==> src/hdl/union_find_maze_wall_remover_assert.svh <==
// Assertion macros shared by the maze wall remover RTL.
// No dependencies; included by modules that carry concurrent checks.
`ifndef UNION_FIND_MAZE_WALL_REMOVER_ASSERT_SVH
`define UNION_FIND_MAZE_WALL_REMOVER_ASSERT_SVH

// Same-cycle implication.
`define UFMW_ASSERT_IMPL(label, clk_s, rstn_s, ante, cons) \
  label: assert property (@(posedge clk_s) disable iff (!rstn_s) (ante) |-> (cons)) \
    else $error("ufmw assertion failed (same-cycle implication)");

// Next-cycle implication.
`define UFMW_ASSERT_NEXT(label, clk_s, rstn_s, ante, cons) \
  label: assert property (@(posedge clk_s) disable iff (!rstn_s) (ante) |=> (cons)) \
    else $error("ufmw assertion failed (next-cycle implication)");

`endif

==> src/hdl/ufmw_pkg.sv <==
// Shared types and constants for the union-find maze wall remover.
// No dependencies; imported by the controller, datapath and top level.
package ufmw_pkg;

  localparam int CELL_W        = 10;
  localparam int DIM_W         = 6;
  localparam int ROW_W         = 5;
  localparam int COL_W         = 5;
  localparam int DIR_W         = 2;
  localparam int CFG_IDX_W     = 2;
  localparam int MAX_CELLS_DEF = 1024;

  localparam logic [DIM_W-1:0] DIM_MIN   = 6'd2;
  localparam logic [DIM_W-1:0] DIM_MAX   = 6'd32;
  localparam logic [DIM_W-1:0] DIM_RESET = 6'd32;

  typedef enum logic [DIR_W-1:0] {
    DIR_WEST  = 2'd0,
    DIR_SOUTH = 2'd1,
    DIR_EAST  = 2'd2,
    DIR_NORTH = 2'd3
  } dir_t;

  typedef enum logic [CFG_IDX_W-1:0] {
    REG_ROWS = 2'd0,
    REG_COLS = 2'd1
  } cfg_reg_t;

  // Datapath operation issued by the controller each cycle.
  typedef enum logic [2:0] {
    OP_NONE,
    OP_LOAD,
    OP_CLEAR,
    OP_PREP,
    OP_WALK_A,
    OP_WALK_B
  } dp_op_t;

  // Status returned by the datapath.
  typedef struct packed {
    logic restart;   // grid register write, maze restarts
    logic skip;      // maze done, cell off grid or index past store: no walk
    logic hit;       // current node is its own parent
    logic clr_last;  // clearing pass at last entry
  } dp_status_t;

endpackage

==> src/hdl/ufmw_ctrl.sv <==
// Controller state machine: sequences clearing, root walks and the result strobe.
// Depends on ufmw_pkg and union_find_maze_wall_remover_assert.svh.
`include "union_find_maze_wall_remover_assert.svh"

module ufmw_ctrl import ufmw_pkg::*; (
  input  logic       clk,
  input  logic       rst_n,
  input  logic       start,
  input  dp_status_t status,
  output dp_op_t     op,
  output logic       busy,
  output logic       out_valid
);

  typedef enum logic [2:0] {
    S_CLEAR,
    S_IDLE,
    S_PREP,
    S_WALK_A,
    S_WALK_B,
    S_OUT
  } state_t;

  state_t state_r, state_nxt;
  logic   busy_r, out_valid_r;

  always_comb begin
    state_nxt = state_r;
    op        = OP_NONE;
    case (state_r)
      S_CLEAR: begin
        op = OP_CLEAR;
        if (status.clr_last) begin
          state_nxt = S_IDLE;
        end
      end
      S_IDLE: begin
        if (start) begin
          op        = OP_LOAD;
          state_nxt = S_PREP;
        end
      end
      S_PREP: begin
        op        = OP_PREP;
        state_nxt = status.skip ? S_OUT : S_WALK_A;
      end
      S_WALK_A: begin
        op = OP_WALK_A;
        if (status.hit) begin
          state_nxt = S_WALK_B;
        end
      end
      S_WALK_B: begin
        op = OP_WALK_B;
        if (status.hit) begin
          state_nxt = S_OUT;
        end
      end
      S_OUT: begin
        state_nxt = S_IDLE;
      end
      default: begin
        state_nxt = S_IDLE;
      end
    endcase
    if (status.restart) begin
      state_nxt = S_CLEAR;
    end
  end

  always_ff @(posedge clk) begin
    if (!rst_n) begin
      state_r     <= S_CLEAR;
      busy_r      <= 1'b1;
      out_valid_r <= 1'b0;
    end else begin
      state_r     <= state_nxt;
      busy_r      <= state_nxt != S_IDLE;
      out_valid_r <= state_nxt == S_OUT;
    end
  end

  assign busy      = busy_r;
  assign out_valid = out_valid_r;

  `UFMW_ASSERT_IMPL(a_strobe_while_busy, clk, rst_n, out_valid_r, busy_r)
  `UFMW_ASSERT_NEXT(a_single_strobe, clk, rst_n, out_valid_r, !out_valid_r)
  `UFMW_ASSERT_NEXT(a_accept_no_strobe, clk, rst_n, start && !busy_r, !out_valid_r)
  `UFMW_ASSERT_NEXT(a_restart_clears, clk, rst_n, status.restart, state_r == S_CLEAR)

endmodule

==> config.mk <==
export PLATFORM = sky130hd
export DESIGN_NAME = ufmw_ctrl
export DESIGN_NICKNAME = d
export VERILOG_FILES = /design/src/hdl/ufmw_pkg.sv /design/src/hdl/ufmw_ctrl.sv
export VERILOG_INCLUDE_DIRS = /design/src /design/src/hdl
export SDC_FILE = /design/constraint.sdc
export NUM_CORES = 1
export LEC_CHECK = 0
export BUFFER_PORTS_ARGS = -buffer_cell sky130_fd_sc_hd__clkbuf_2
export CORE_AREA = 2 2 39 41
export DETAILED_ROUTE_END_ITERATION = 10
export DIE_AREA = 0 0 41 43
export SYNTH_ARGS = -nofsm -noshare
export SYNTH_HDL_FRONTEND = slang
export SYNTH_SLANG_ARGS = --single-unit
==> constraint.sdc <==
create_clock -name clk -period 1.77 [get_ports clk]
set_clock_uncertainty 0.1 [all_clocks]
set_input_delay 0.0885 -clock clk [delete_from_list [all_inputs] [get_ports clk]]
set_output_delay 0.0885 -clock clk [all_outputs]
set_load 0.005 [all_outputs]
Word level (Yosys, flattened, before mapping):

Cells that the tools add are included.

* equal/unequal tests: 6
* mux-type cells: 9
* reductions and logical operators: 1

Operators by type and width (number)
* 3-bit one-hot mux with 5 select lines: 2
* 3-bit two-way mux: 6
* 3-bit by 2-bit == test with 1-bit output, second input constant: 2
* 3-bit == test, second input constant: 2
* 3-bit by 1-bit == test with 1-bit output, second input constant: 1
* 3-bit zero test: 1
* 3-bit by 1-bit inequality test with 1-bit output, second input constant: 1
* 1-bit two-way mux: 1

* register bits: 5
* input port bits: 7

Longest topological paths before layout:

* depth after elaboration: 4
* depth in mapped cells: 4
* gate-level depth less buffers: 4

Worst setup path before layout:

No wires, ideal clock.

* kind: flip-flop to flip-flop
* start point: register state_r[1]
* end point: register state_r[2]
* setup time: 0.059 ns
* arrival: 1.071 ns
* data required time: 1.611 ns
* setup slack: 0.540 ns
* cell stages (with the launch flop): 5
* path buffers: 0
* path through: dfxtp_1 inv_2 or3_1 a21oi_2 and2_1

* longest elaborated chain between the ends: 3

RTL lines
* start: declaration: line ufmw_ctrl.sv:24 `state_t state_r, state_nxt;`
* start signal: assignment: line ufmw_ctrl.sv:77 `state_r <= state_nxt;`
* 3-bit == test (tied with other cells): line ufmw_ctrl.sv:30 `case (state_r)`
* 3-bit one-hot mux with 5 select lines *: line ufmw_ctrl.sv:30
* 3-bit two-way mux *: line ufmw_ctrl.sv:66 `if (status.restart) begin`

Every way passes the cells marked *; elsewhere a longest branch is shown, timed or not.
A chain may end at the register's enable or synchronous reset.

Worst setup path after layout:

* start point: register state_r[0]
* end point: output port op[2]

* longest elaborated chain between the ends: 2

RTL lines
* 3-bit == test (tied with other cells): line ufmw_ctrl.sv:30
* 3-bit one-hot mux with 5 select lines *: line ufmw_ctrl.sv:30
* end: declaration: line ufmw_ctrl.sv:10 `output dp_op_t op,`

Marks and branches as above.

==> metrics.txt <==
Antenna Nets Post-Route 0; routed vias roughly 260; DP Cell Count 57; Fmax 711 MHz; initial antenna violation count 0; CORE AREA 0.00138 sq mm; total CTS buffers 3; vias in the first global route 240; GRT Total Usage ~7.2%; worst stage delay on the critical path around 0.41 ns; wire per inst 9.19 um; Cell Area, Synth about 270 sq um; total power after layout 0.000282 W; P&R area growth vs syn 42.0%; die area 0.00176 sq mm; Syn Nets 37; TritonCTS clock tree done; largest net degree at the start of global routing 8; syn avg cell area around 8.8 sq um; fin cells 62; WP data arrival 1.22 ns; asr flop ratio synth 0%; CP delay by family, top flip-flops; GP Congestion 0.756; Yosys top cell area share 37.7%; Pre-antenna DRT Iters 4; max_slew headroom 84.2%; Synth area leaders dfxtp_1, mux2i_1, nor2_1, a211oi_2, and2_1; root buffer cell clkbuf_4; status complete, no violations; Worst Setup Slack, final 0.364 ns; global route total overflow 0; Seq cells post-synth 5; type of the worst setup path flop to output pin; Leak 0.153 nW; Worst setup EP type output pin; Reg-to-Reg Start state_r[1]; sequential-to-total area share from yosys stat roughly 38%; most frequent cell after synthesis dfxtp_1; Slowest-stage cell, CP dfxtp_1; Critical Path Start Type flop; Die Height 43 um; HP Class input port to flop; vias per cell between 4 and 5; Post-Syn Instances 30; Crit path buffers/inverters 1; Worst-Margin Slew 0.236 ns; WL final 570 um; Peak VDD IR 0.293 mV; PwrDens 748 mW/mm^2; Max FO, Critical Path 6; EDFF count, synth 0; R2R setup slack 0.45 ns; nets@finish 54; post-synth cell types 19; crit path cell chain or2b_1 > o21ai_0 > clkbuf_2; post-route minimum period 1.41 ns; crit path launch state_r[0]; Initial DRC Count 3; initial core utilization 19.2%; post-DP HPWL 454 um; Hold Crit Depth 3; first-pass GRT wire length about 840 um; CP required 1.58 ns; maxcap violations 0; # DRC 0; Yosys top cell by area dfxtp_1; number of placement rows 14; RSZ-0062 raised after global routing no; number of hold buffers added after CTS 1; Tcrit/Tclk final approximately four fifths; Worst-path clk slew about 0.05 ns; Clock Sinks 5; layout cells sized above 1 39.1%; TNS Setup 0 ns; dpl ws about 0.46 ns; Worst-Skew Late Latency 0.24 ns; Syn. warnings 0; Hold Vio Cnt, Final 0; Reg2Reg Depth 4; hold wc startpoint status[3]; CTS Buffer Depth 2; port bufs 11; commonest cells in the synthesized netlist dfxtp_1, nor2_1, mux2i_1; I/O Pins 12; n_diodes 0; Slew Limit Fails 0; postcts setup bufs 0; H-tree levels 1; Setup violations, final 0; top_reg_cell synth dfxtp_1; Hold Crit Endpoint out_valid; post-CTS sizing 0; FF-to-FF End out_valid; die width between 40 and 50 um
cell usage in the layout (no fill, tap or decap):
cell type,count
nand2b_1,1
nand2_1,1
mux2i_1,3
clkbuf_2,11
o21ai_0,2
and2_1,2
nand3b_1,1
clkbuf_4,3
dlygate4sd3_1,1
or3_1,1
a21oi_1,1
a21boi_0,1
clkbuf_1,1
inv_1,1
dfxtp_1,5
inv_2,1
o32a_1,1
nand2b_2,1
nor2b_1,1
nor2_1,4
a21oi_2,1
or2b_1,1
a211oi_2,1
power breakdown:
group          total (W)  internal (W)  switching, W
logic          0.0000313     0.0000173     0.0000140
registers       0.000119      0.000116    0.00000272
clock network   0.000132     0.0000852     0.0000465
total           0.000282      0.000218     0.0000633
metal layers:
| metal | track usage, % | share of wire (%) | vias to the layer above |
|---|---|---|---|
| met5 | 0 | 0 | - |
| met4 | 6.00 | 0 | 0 |
| met3 | 3.14 | 10 | 0 |
| met2 | 10.3 | 46 | 9 |
| met1 | 7.72 | 44 | 117 |
| li1 | - | - | 137 |
worst max path at each step:
stage	end	slack, ns	cells past startpoint
6_report	op[2]	0.36	3
5_1_grt	op[2]	0.25	3
4_1_cts	op[2]	0.33	3
3_5_place_dp	out_valid	0.46	4
3_3_place_gp	out_valid	0.46	4
2_1_floorplan	state_r[2]	0.54	4
final cells by class:
class                      count  area, sq um
clock buffer                   4         26.3
fill                         158         1010
inverter                       2         7.51
multi-input combinational     23          158
sequential                     5          100
tap                           16         20.0
timing repair buffer          12         65.1
stage by stage:
stage	hold WS [ns]	utilization, %	cell area [sq um]
final	0.0579	27.2	377
after global routing	0.0716	27.2	377
after CTS	0.0524	27.2	377
after detailed placement	0.218	24.6	340
after global placement	0.206	24.6	340
after floorplan	0.110	-	265
state kept, by name, indices dropped and copies added, names as in the netlist:
name and count:
busy 1, state_r 3, out_valid 1
cell families (layout without fill, tap and decap cells):
group / Yosys count / in the layout / share of synthesized area (%)
flip-flops: 5 / 5 / 37.7
AND/OR/NAND/NOR: 13 / 13 / 27.8
AO/OA/AOI/OAI: 7 / 7 / 20.3
multiplexers: 3 / 3 / 11.3
buffers and inverters: 2 / 18 / 2.83
worst reg2reg max path: stages (launching register included):
cell,delay [ns]
dfxtp_1,0.44
inv_2,0.05
or3_1,0.36
a21oi_2,0.17
and2_1,0.14
Power figures use the tool's default switching activity.
